## src/clsr_pkg.sv

```systemverilog
`timescale 1ns / 1ps
// ----------------------------------------------------------------------------
// clsr_pkg
// Shared constants and types of the combined LCG shuffle generator.
// ----------------------------------------------------------------------------
package clsr_pkg;

    // Generator moduli and multipliers
    localparam logic [30:0] C_MOD1       = 31'd2147483563;
    localparam logic [30:0] C_MOD2       = 31'd2147483399;
    localparam logic [15:0] C_MUL1       = 16'd40014;
    localparam logic [15:0] C_MUL2       = 16'd40692;
    localparam logic [30:0] C_SEED1_RST  = 31'd1;
    localparam logic [30:0] C_SEED2_RST  = 31'd123456789;

    // 2^31 - modulus, used to fold the high part of a product back in
    localparam logic [7:0]  C_FOLD1      = 8'd85;
    localparam logic [7:0]  C_FOLD2      = 8'd249;

    // 2^32 = 2 * C_MOD1 + C_FRAC_K
    localparam logic [7:0]  C_FRAC_K     = 8'd170;
    localparam logic [31:0] C_FRAC_CAP   = 32'd4294966780;

    // Request command codes
    localparam logic        C_CMD_DRAW   = 1'b0;
    localparam logic        C_CMD_RESEED = 1'b1;

    // Controls from the sequencer to the generator pair
    typedef struct packed {
        logic load;   // take the seed into both generators
        logic mul;    // capture both products
        logic upd1;   // write back the first generator
        logic upd2;   // write back the second generator
    } t_gen_ctl;

endpackage

```

## src/clsr_req_if.sv

```systemverilog
`timescale 1ns / 1ps
// ----------------------------------------------------------------------------
// clsr_req_if
// Request channel: command and seed, valid/ready handshake.
// ----------------------------------------------------------------------------
interface clsr_req_if;
    logic        valid;
    logic        ready;
    logic [0:0]  command;
    logic [30:0] seed_value;

    modport source (output valid, output command, output seed_value, input ready);
    modport sink   (input valid, input command, input seed_value, output ready);
endinterface

```

## src/clsr_rsp_if.sv

```systemverilog
`timescale 1ns / 1ps
// ----------------------------------------------------------------------------
// clsr_rsp_if
// Result channel: integer and 0.32 fraction, valid/ready handshake.
// ----------------------------------------------------------------------------
interface clsr_rsp_if;
    logic        valid;
    logic        ready;
    logic [30:0] random_int;
    logic [31:0] random_fraction;

    modport source (output valid, output random_int, output random_fraction, input ready);
    modport sink   (input valid, input random_int, input random_fraction, output ready);
endinterface

```

## src/clsr_table.sv

```systemverilog
`timescale 1ns / 1ps
// ----------------------------------------------------------------------------
// clsr_table
// Shuffle table memory: one write port, one registered read port.
// ----------------------------------------------------------------------------
module clsr_table #(
    parameter  int TABLE_SIZE = 32,
    localparam int IW = (TABLE_SIZE > 1) ? $clog2(TABLE_SIZE) : 1
) (
    input  logic          i_clk,
    input  logic          i_rst_n,
    input  logic          i_we,
    input  logic [IW-1:0] i_waddr,
    input  logic [30:0]   i_wdata,
    input  logic          i_re,
    input  logic [IW-1:0] i_raddr,
    output logic [30:0]   o_rdata
);

    logic [30:0]           r_mem [TABLE_SIZE];
    logic [TABLE_SIZE-1:0] r_vld;
    logic [30:0]           r_rdata;

    // Entries never written read as zero
    always_ff @(posedge i_clk) begin
        if (!i_rst_n) begin
            r_vld <= '0;
        end else if (i_we) begin
            r_vld[i_waddr] <= 1'b1;
        end
    end

    always_ff @(posedge i_clk) begin
        if (i_we) begin
            r_mem[i_waddr] <= i_wdata;
        end
        if (i_re) begin
            r_rdata <= r_vld[i_raddr] ? r_mem[i_raddr] : '0;
        end
    end

    assign o_rdata = r_rdata;

endmodule

```

## src/clsr_gen.sv

```systemverilog
`timescale 1ns / 1ps
// ----------------------------------------------------------------------------
// clsr_gen
// Pair of multiplicative congruential generators: product stage, then fold.
// ----------------------------------------------------------------------------
module clsr_gen import clsr_pkg::*; (
    input  logic        i_clk,
    input  logic        i_rst_n,
    input  t_gen_ctl    i_ctl,
    input  logic [30:0] i_seed,
    output logic [30:0] o_g1,
    output logic [30:0] o_g2,
    output logic [30:0] o_g1_next
);

    logic [30:0] r_g1;
    logic [30:0] r_g2;
    logic [46:0] r_p1;
    logic [46:0] r_p2;
    logic [30:0] g2_next;

    // p mod m for m = 2^31 - c: fold the high part, then one subtract
    function automatic logic [30:0] f_fold(input logic [46:0] p, input logic [7:0] c,
                                           input logic [30:0] m);
        logic [31:0] s;
        s = 32'(p[30:0]) + 32'(p[46:31]) * 32'(c);
        if (s >= 32'(m)) begin
            s = s - 32'(m);
        end
        return s[30:0];
    endfunction

    always_ff @(posedge i_clk) begin
        if (i_ctl.mul) begin
            r_p1 <= 47'(C_MUL1) * 47'(r_g1);
            r_p2 <= 47'(C_MUL2) * 47'(r_g2);
        end
    end

    assign o_g1_next = f_fold(r_p1, C_FOLD1, C_MOD1);
    assign g2_next   = f_fold(r_p2, C_FOLD2, C_MOD2);

    always_ff @(posedge i_clk) begin
        if (!i_rst_n) begin
            r_g1 <= C_SEED1_RST;
            r_g2 <= C_SEED2_RST;
        end else if (i_ctl.load) begin
            r_g1 <= i_seed;
            r_g2 <= i_seed;
        end else begin
            if (i_ctl.upd1) begin
                r_g1 <= o_g1_next;
            end
            if (i_ctl.upd2) begin
                r_g2 <= g2_next;
            end
        end
    end

    assign o_g1 = r_g1;
    assign o_g2 = r_g2;

endmodule

```

## src/clsr_scale.sv

```systemverilog
`timescale 1ns / 1ps
// ----------------------------------------------------------------------------
// clsr_scale
// Slot index and 0.32 fraction of an output; input and partial products are registered.
// ----------------------------------------------------------------------------
module clsr_scale import clsr_pkg::*; #(
    parameter  int TABLE_SIZE = 32,
    localparam int IW = (TABLE_SIZE > 1) ? $clog2(TABLE_SIZE) : 1
) (
    input  logic          i_clk,
    input  logic [30:0]   i_value,
    output logic [IW-1:0] o_slot,
    output logic [31:0]   o_fraction
);

    localparam longint unsigned LP_D = 64'd1 + (64'd2147483562 / 64'(TABLE_SIZE));
    localparam logic [8:0]      LP_R = 9'((64'd1 << 32) / LP_D);

    logic [30:0] r_v;
    logic [7:0]  r_est;
    logic [38:0] r_t;
    logic [39:0] prod;
    logic [39:0] est_d;
    logic [39:0] rem;
    logic [8:0]  quo;
    logic [7:0]  th;
    logic [31:0] s;
    logic [32:0] frac;

    // Reciprocal estimate is at most one short of the quotient
    assign prod = 40'(i_value) * 40'(LP_R);

    always_ff @(posedge i_clk) begin
        r_v   <= i_value;
        r_est <= prod[39:32];
        r_t   <= 39'(i_value) * 39'(C_FRAC_K);
    end

    assign est_d  = 40'(r_est) * 40'(LP_D);
    assign rem    = 40'(r_v) - est_d;
    assign quo    = 9'(r_est) + 9'(rem >= 40'(LP_D));
    assign o_slot = (quo >= 9'(TABLE_SIZE)) ? IW'(TABLE_SIZE - 1) : quo[IW-1:0];

    // v * 2^32 / m1 = 2v + floor(170 v / m1)
    assign th   = r_t[38:31];
    assign s    = 32'(r_t[30:0]) + 32'(th) * 32'(C_FOLD1);
    assign frac = 33'({r_v, 1'b0}) + 33'(th) + 33'(s >= 32'(C_MOD1));
    assign o_fraction = (frac > 33'(C_FRAC_CAP)) ? C_FRAC_CAP : frac[31:0];

endmodule

```

## src/combined_lcg_shuffle_rng.sv

```systemverilog
`timescale 1ns / 1ps
// ----------------------------------------------------------------------------
// combined_lcg_shuffle_rng
// Combined two-LCG random number generator with a shuffle table.
// ----------------------------------------------------------------------------
// Usage:
//   i_req carries one request: command 0 draws the next number, command 1
//   reseeds from seed_value (zero counts as one), refills the table and
//   draws. o_rsp returns exactly one result per request: random_int and
//   random_fraction (unsigned 0.32, capped just below one).
//   One request is in work at a time. The products start at the accepting
//   edge; a draw then runs the fold, the table read-modify-write and two
//   scaling stages, and its result lands in the result register. The next
//   request is taken in the following cycle. A reseed holds the block from
//   accept to the next accept: TABLE_SIZE+8 warm-up steps of the first
//   generator, each a multiply and a fold, two scaling stages, then the draw.
//   The result register frees the sequencer: a new request is accepted
//   while a result still waits; the next result holds in the last stage
//   until the receiver takes the pending one.
//   Reset returns both generators and the table to their start values
//   (table reads zero until written); draws before any reseed use them.
// ----------------------------------------------------------------------------
module combined_lcg_shuffle_rng import clsr_pkg::*; #(
    parameter int TABLE_SIZE = 32
) (
    input  logic        i_clk,
    input  logic        i_rst_n,
    clsr_req_if.sink    i_req,
    clsr_rsp_if.source  o_rsp
);

    localparam int IW = (TABLE_SIZE > 1) ? $clog2(TABLE_SIZE) : 1;
    localparam int CW = $clog2(TABLE_SIZE + 8);

    typedef enum logic [2:0] {
        S_IDLE,   // wait for a request
        S_WMUL,   // warm-up: multiply
        S_WRED,   // warm-up: fold, fill slot
        S_ISSUE,  // start the draw after warm-up
        S_DRED,   // draw: fold both generators
        S_DMIX,   // draw: combine, write back slot
        S_POST,   // scaling stage one
        S_FIN     // scaling stage two, hand off result
    } t_state;

    t_state          r_state;
    logic [CW-1:0]   r_cnt;
    logic [IW-1:0]   r_slot;
    logic [30:0]     r_last;
    logic            r_warm;
    logic            r_out_valid;
    logic [30:0]     r_out_int;
    logic [31:0]     r_out_frac;

    t_gen_ctl        gen_ctl;
    logic [30:0]     seed;
    logic [30:0]     g1;
    logic [30:0]     g2;
    logic [30:0]     g1_next;
    logic            tab_we;
    logic [IW-1:0]   tab_waddr;
    logic [30:0]     tab_wdata;
    logic            tab_re;
    logic [30:0]     tab_rdata;
    logic [IW-1:0]   new_slot;
    logic [31:0]     new_frac;
    logic [32:0]     diff;
    logic [32:0]     mix;
    logic            req_fire;
    logic            rsp_free;

    assign req_fire = i_req.valid && i_req.ready;
    assign rsp_free = !r_out_valid || o_rsp.ready;
    assign seed     = (i_req.seed_value == '0) ? 31'd1 : i_req.seed_value;

    // Old slot value minus second generator, wrapped into 1..m1-1
    assign diff = 33'(tab_rdata) - 33'(g2);
    assign mix  = ($signed(diff) < 33'sd1) ? diff + 33'(C_MOD1 - 31'd1) : diff;

    clsr_gen u_gen (
        .i_clk     (i_clk),
        .i_rst_n   (i_rst_n),
        .i_ctl     (gen_ctl),
        .i_seed    (seed),
        .o_g1      (g1),
        .o_g2      (g2),
        .o_g1_next (g1_next)
    );

    clsr_table #(.TABLE_SIZE(TABLE_SIZE)) u_table (
        .i_clk   (i_clk),
        .i_rst_n (i_rst_n),
        .i_we    (tab_we),
        .i_waddr (tab_waddr),
        .i_wdata (tab_wdata),
        .i_re    (tab_re),
        .i_raddr (r_slot),
        .o_rdata (tab_rdata)
    );

    clsr_scale #(.TABLE_SIZE(TABLE_SIZE)) u_scale (
        .i_clk      (i_clk),
        .i_value    (r_last),
        .o_slot     (new_slot),
        .o_fraction (new_frac)
    );

    // Sequencer controls
    always_comb begin
        gen_ctl   = '0;
        tab_we    = 1'b0;
        tab_waddr = r_slot;
        tab_wdata = g1;
        tab_re    = 1'b0;
        unique case (r_state)
            S_IDLE: begin
                if (req_fire) begin
                    // draw: read slot and start products together
                    gen_ctl.load = (i_req.command == C_CMD_RESEED);
                    gen_ctl.mul  = (i_req.command == C_CMD_DRAW);
                    tab_re       = (i_req.command == C_CMD_DRAW);
                end
            end
            S_WMUL: begin
                gen_ctl.mul = 1'b1;
            end
            S_WRED: begin
                gen_ctl.upd1 = 1'b1;
                tab_we       = (r_cnt < CW'(TABLE_SIZE));
                tab_waddr    = r_cnt[IW-1:0];
                tab_wdata    = g1_next;
            end
            S_ISSUE: begin
                gen_ctl.mul = 1'b1;
                tab_re      = 1'b1;
            end
            S_DRED: begin
                gen_ctl.upd1 = 1'b1;
                gen_ctl.upd2 = 1'b1;
            end
            S_DMIX: begin
                // slot takes the first generator's new value
                tab_we = 1'b1;
            end
            default: begin
            end
        endcase
    end

    // State and registered outputs
    always_ff @(posedge i_clk) begin
        if (!i_rst_n) begin
            r_state     <= S_IDLE;
            r_cnt       <= '0;
            r_slot      <= '0;
            r_last      <= '0;
            r_warm      <= 1'b0;
            r_out_valid <= 1'b0;
        end else begin
            // drop the taken result unless a new one lands this cycle
            if (o_rsp.ready && !(r_state == S_FIN && !r_warm)) begin
                r_out_valid <= 1'b0;
            end
            unique case (r_state)
                S_IDLE: begin
                    if (req_fire) begin
                        if (i_req.command == C_CMD_RESEED) begin
                            r_cnt   <= CW'(TABLE_SIZE + 7);
                            r_state <= S_WMUL;
                        end else begin
                            r_state <= S_DRED;
                        end
                    end
                end
                S_WMUL: begin
                    r_state <= S_WRED;
                end
                S_WRED: begin
                    if (r_cnt == '0) begin
                        // last warm-up value seeds the slot pick
                        r_last  <= g1_next;
                        r_warm  <= 1'b1;
                        r_state <= S_POST;
                    end else begin
                        r_cnt   <= r_cnt - CW'(1);
                        r_state <= S_WMUL;
                    end
                end
                S_ISSUE: begin
                    r_state <= S_DRED;
                end
                S_DRED: begin
                    r_state <= S_DMIX;
                end
                S_DMIX: begin
                    r_last  <= mix[30:0];
                    r_state <= S_POST;
                end
                S_POST: begin
                    r_state <= S_FIN;
                end
                S_FIN: begin
                    if (r_warm) begin
                        r_slot  <= new_slot;
                        r_warm  <= 1'b0;
                        r_state <= S_ISSUE;
                    end else if (rsp_free) begin
                        // hand off result, remember next slot
                        r_slot      <= new_slot;
                        r_out_valid <= 1'b1;
                        r_state     <= S_IDLE;
                    end
                end
                default: begin
                    r_state <= S_IDLE;
                end
            endcase
        end
    end

    // Result payload
    always_ff @(posedge i_clk) begin
        if (r_state == S_FIN && !r_warm && rsp_free) begin
            r_out_int  <= r_last;
            r_out_frac <= new_frac;
        end
    end

    assign i_req.ready           = (r_state == S_IDLE);
    assign o_rsp.valid           = r_out_valid;
    assign o_rsp.random_int      = r_out_int;
    assign o_rsp.random_fraction = r_out_frac;

endmodule
```

## src/flat_wrapper.sv

```systemverilog
// flat-port wrapper written by rule: the top's interface ports become plain ports
module combined_lcg_shuffle_rng_flat import clsr_pkg::*;
#(
    parameter int TABLE_SIZE = 32
)
  (i_clk, i_rst_n, i_req_valid, i_req_command, i_req_seed_value, i_req_ready, o_rsp_valid, o_rsp_random_int, o_rsp_random_fraction, o_rsp_ready);
  clsr_req_if i_req_i ();
  clsr_rsp_if o_rsp_i ();
  input  logic i_clk;
  input  logic i_rst_n;
  input wire logic [$bits(i_req_i.valid)-1:0] i_req_valid;
  input wire logic [$bits(i_req_i.command)-1:0] i_req_command;
  input wire logic [$bits(i_req_i.seed_value)-1:0] i_req_seed_value;
  output wire logic [$bits(i_req_i.ready)-1:0] i_req_ready;
  output wire logic [$bits(o_rsp_i.valid)-1:0] o_rsp_valid;
  output wire logic [$bits(o_rsp_i.random_int)-1:0] o_rsp_random_int;
  output wire logic [$bits(o_rsp_i.random_fraction)-1:0] o_rsp_random_fraction;
  input wire logic [$bits(o_rsp_i.ready)-1:0] o_rsp_ready;
  assign i_req_i.valid = i_req_valid;
  assign i_req_i.command = i_req_command;
  assign i_req_i.seed_value = i_req_seed_value;
  assign i_req_ready = i_req_i.ready;
  assign o_rsp_valid = o_rsp_i.valid;
  assign o_rsp_random_int = o_rsp_i.random_int;
  assign o_rsp_random_fraction = o_rsp_i.random_fraction;
  assign o_rsp_i.ready = o_rsp_ready;
  combined_lcg_shuffle_rng #(.TABLE_SIZE(TABLE_SIZE)) u_core (.i_clk(i_clk), .i_rst_n(i_rst_n), .i_req(i_req_i), .o_rsp(o_rsp_i));
endmodule
```

## config.mk

```make
export PLATFORM = sky130hd
export DESIGN_NAME = combined_lcg_shuffle_rng_flat
export DESIGN_NICKNAME = d
export VERILOG_FILES = /design/src/clsr_pkg.sv /design/src/clsr_req_if.sv /design/src/clsr_rsp_if.sv /design/src/clsr_table.sv /design/src/clsr_gen.sv /design/src/clsr_scale.sv /design/src/combined_lcg_shuffle_rng.sv /design/src/flat_wrapper.sv
export SDC_FILE = /design/constraint.sdc
export NUM_CORES = 2
export LEC_CHECK = 0
export BUFFER_PORTS_ARGS = -buffer_cell sky130_fd_sc_hd__buf_2
export CAP_MARGIN = 5
export CELL_PAD_IN_SITES_DETAIL_PLACEMENT = 1
export CELL_PAD_IN_SITES_GLOBAL_PLACEMENT = 1
export CORE_ASPECT_RATIO = 1.1
export CORE_UTILIZATION = 30
export CTS_CLUSTER_DIAMETER = 60
export CTS_CLUSTER_SIZE = 20
export DETAILED_ROUTE_END_ITERATION = 16
export PLACE_DENSITY = 0.48
export SLEW_MARGIN = 15
export SYNTH_ARGS = -nofsm -noshare
export SYNTH_HDL_FRONTEND = slang
export SYNTH_SLANG_ARGS = --single-unit
export TNS_END_PERCENT = 5
```

## constraint.sdc

```tcl
create_clock -name i_clk -period 9.1 [get_ports i_clk]
set_input_delay 1.365 -clock i_clk [delete_from_list [all_inputs] [get_ports i_clk]]
set_output_delay 1.365 -clock i_clk [all_outputs]
set_load 0.01 [all_outputs]
```

==> tab_implementation.tex <==
\begin{tabular}{lr}
\hline
Metric & Value \\
\hline
\multicolumn{2}{l}{\textbf{Place}} \\
Number of buffers inserted by port buffering & 100 \\
Final Wtd Congestion & $\sim$0.86 \\
Half-perimeter wire length after placement & $\sim$210,000 um \\
\multicolumn{2}{l}{\textbf{Clocking}} \\
Total of cells resized after clock tree synthesis & 0 \\
Latest clock arrival within the worst-skew pair & $\sim$0.8 ns \\
TritonCTS sink count & approximately 1,400 \\
Total clock buffers created by CTS & between 100 and 150 \\
CTS root buffer & clkbuf\_16 \\
Maximum root-to-sink buffer count & 3 \\
Cts hold-fix bufs & 0 \\
Setup repair bufs after CTS & 0 \\
H-tree levels & 3 \\
Worst-path clk slew & roughly 0.080 ns \\
Clock tree from TritonCTS & yes \\
\multicolumn{2}{l}{\textbf{Floorplanning}} \\
Boundary Pins & 101 \\
Die Ht & 563 um \\
Row count & roughly 210 \\
Initial core utilization & 0.302 \\
Area of the die & roughly 290,000 um\^{}2 \\
Chip Width & between 500 and 600 um \\
Core outline area & around 280,000 um\^{}2 \\
\multicolumn{2}{l}{\textbf{Setup path}} \\
Delay of the slowest cell on the worst path & roughly 0.56 ns \\
Launching point of the worst reg2reg path & u\_core.u\_scale.r\_t[32]\$\_DFF\_P\_ \\
Source of the critical timing path & u\_core.u\_scale.r\_t[32]\$\_DFF\_P\_ \\
Arrival time reported for the critical path endpoint & between 8 and 9 ns \\
Sort of element at the end of the critical path & register \\
Type of origin of the critical path & register \\
Peak fanout along the critical path & 10 \\
Slowest library cell on the worst path & fa\_1 \\
Worst setup path category & reg -> reg \\
Required time reported for the critical path endpoint & between 9 and 10 ns \\
\multicolumn{2}{l}{\textbf{Timing}} \\
Setup Viol. Count Final & 0 \\
Setup\_tns & 0 ns \\
Clock skew after layout & 0.0855 ns \\
Actual transition at the worst max-transition pin & 1.18 ns \\
Setup repair after global routing missed its margin & no \\
Achievable clock frequency & between 100 and 150 MHz \\
Final period util & 0.886 \\
Final number of max-transition violations & 0 \\
Headroom to the max-slew limit & 0.208 \\
Post-layout minimum cycle time & around 8.1 ns \\
Final Hold Viols & 0 \\
\multicolumn{2}{l}{\textbf{Synth}} \\
Largest family of logic cells by synthesized area & adder cells \\
Sequential-to-total area share from yosys stat & 0.460 \\
Commonest cells in the synthesized netlist & edfxtp\_1 (1,177), inv\_1 (876), ha\_1 (684) \\
Number of warnings printed during yosys synthesis & 0 \\
Cell count after synthesis & between 6,000 and 7,000 \\
Area of the mapped netlist & roughly 86,000 um\^{}2 \\
Number of nets produced by synthesis & $\sim$7,900 \\
Synth top area share & 0.411 \\
Synthesized-area fraction occupied by ao, oa, aoi and oai cells & 0.0793 \\
Number of synthesized register bits & between 1,000 and 1,500 \\
Cell taking the most area after synthesis & edfxtp\_1 \\
XOR/XNOR share of the synthesized area & 0.0294 \\
Count of unique library cells instantiated by Yosys & 107 \\
Leading cell type by number of instances after synthesis & edfxtp\_1 \\
Arithmetic-cell share of the synthesized area counting full adders, half adders and majority gates & 0.225 \\
Average size of a mapped cell & approximately 13 um\^{}2 \\
Share of cell area taken by muxes after synthesis & 0.0894 \\
EDFF count, synth & $\sim$1,200 \\
Post-synthesis async set-or-reset flop share & 0 \\
Post-synthesis simple-gate area fraction & 0.0694 \\
Post-synth top flop & edfxtp\_1 \\
Leading cell types by total area after synthesis & edfxtp\_1 (41\%), fa\_1 (13\%), ha\_1 (10\%) \\
\multicolumn{2}{l}{\textbf{Finish}} \\
Filler cell count & a little over 30,000 \\
Area Overhead vs Synth & 11.9\% \\
Number of nets in the finished design & $\sim$8,000 \\
Ratio of cells with drive above 1 in the final layout & 0.130 \\
\multicolumn{2}{l}{\textbf{Job}} \\
Number of maximum-capacitance violations & 0 \\
\multicolumn{2}{l}{\textbf{Drt}} \\
Vias per cell & 5.12 \\
Number of vias in the routed layout & approximately 54,000 \\
DRC Markers & 0 \\
Antenna violation net count after detailed routing & 0 \\
Initial detailed-routing violation count & 3,787 \\
Routed length per instance & around 27 um \\
Wire length after detailed routing & approximately 290,000 um \\
Pre-Repair DR Iteration Count & 7 \\
\multicolumn{2}{l}{\textbf{Worst hold path}} \\
Critical hold path startpoint & u\_core.u\_table.r\_vld[27]\$\_SDFFE\_PN0P\_ \\
HP Class & reg -> reg \\
\multicolumn{2}{l}{\textbf{Status}} \\
Outcome & finished, final reports clean \\
\multicolumn{2}{l}{\textbf{GRT}} \\
Vias in the first global route & approximately 58,000 \\
Total Routing Usage GR & 0.198 \\
Overflow left after global routing & 0 \\
First-pass GRT wire length & $\sim$420,000 um \\
Antenna violations before repair & 22 \\
Maximum number of pins on one net before global-route repair & 95 \\
\hline
\end{tabular}
logic make-up after synthesis:
kind of cell,count (synthesis)
DFF,1385
and+or+nand+nor,1225
adders and majority gates,1223
buffers and inverters,1073
AOI/OAI and AO/OA,1035
muxes,367
xor gates and xnor gates,288
worst paths after layout:
check	endpoint	slack (ns)	cells past startpoint
setup / recovery	u_core.o_rsp.random_fraction[9]$_SDFFCE_PN0P_	1.04	32
hold / removal	u_core.u_table.r_vld[27]$_SDFFE_PN0P_	0.47	2
setup reg to reg	u_core.o_rsp.random_fraction[9]$_SDFFCE_PN0P_	1.04	32
hold reg to reg	u_core.u_table.r_vld[27]$_SDFFE_PN0P_	0.47	2
worst max-delay path: cells and delay by family, from the launching register on:
kind,cells,cell delay (ns)
AO/OA/AOI/OAI,12,2.01
XOR/XNOR,2,0.28
adder cells (fa/ha/maj),7,2.67
buffers and inverters,3,0.30
flip-flops,1,0.45
AND/OR/NAND/NOR,8,2.10
placed cells by master (no fill, tap or decap), types with 121 or more instances in the layout:
cell and count:
edfxtp_1 1177, inv_1 876, ha_1 684, fa_1 539
mux4_2 320, nand2_1 316, nor2_1 314, a21oi_1 291
dfxtp_1 203, xnor2_1 186, o21ai_0 181, nand3_1 133
clkbuf_16 123, buf_4 121
per-layer routing:
layer  vias to the layer above  share of wire  track usage
met2                       859           0.49        0.337
li1                      24200              -            -
met3                       251          0.030       0.0178
met5                         -       0.000024            0
met4                         2          0.021       0.0408
met1                     28800           0.46        0.275
through the flow:
| stage | worst slack, ns | instances | instance area (um^2) | hold slack, ns | util |
|---|---|---|---|---|---|
| after detailed placement | 1.04 | 10400 | 91700 | 0.458 | 0.323 |
| final | 1.04 | 10600 | 96100 | 0.475 | 0.338 |
| after floorplan | 1.90 | 6596 | 85900 | 0.365 | - |
| after global routing | 0.374 | 10600 | 96100 | 0.503 | 0.338 |
| after global placement | 0.979 | 10400 | 91700 | 0.447 | 0.323 |
| after CTS | 1.00 | 10600 | 96100 | 0.476 | 0.338 |
area by class of cell:
cell class	instances	area, um^2	area share
well taps	3726	4660	0.0485
diodes	3	7.51	0.0000781
clock inverters	84	1230	0.0128
multi-input cells	4138	42700	0.445
inverters	877	3290	0.0343
clock buffers	136	3180	0.0331
repair buffers	225	1490	0.0155
flip-flops and latches	1385	39500	0.411
sequential cells by signal, indices dropped and copies added (netlist names):
register and flops:
u_core.u_table.r_mem 992, u_core.u_gen.r_p1 46, u_core.u_gen.r_p2 45, u_core.u_scale.r_t 36
u_core.o_rsp.random_fraction 32, u_core.u_table.r_vld 32, u_core.o_rsp.random_int 31, u_core.r_last 31
u_core.u_gen.o_g1 31, u_core.u_gen.o_g2 31, u_core.u_table.o_rdata 31, u_core.u_scale.r_v 30
u_core.r_cnt 6, u_core.r_slot 5, u_core.r_state 3, u_core.o_rsp.valid 1
u_core.r_warm 1, u_core.u_scale.r_est 1
Power is not shown: default switching activity piles up to over one toggle a cycle in this logic, so the estimate is an artifact.
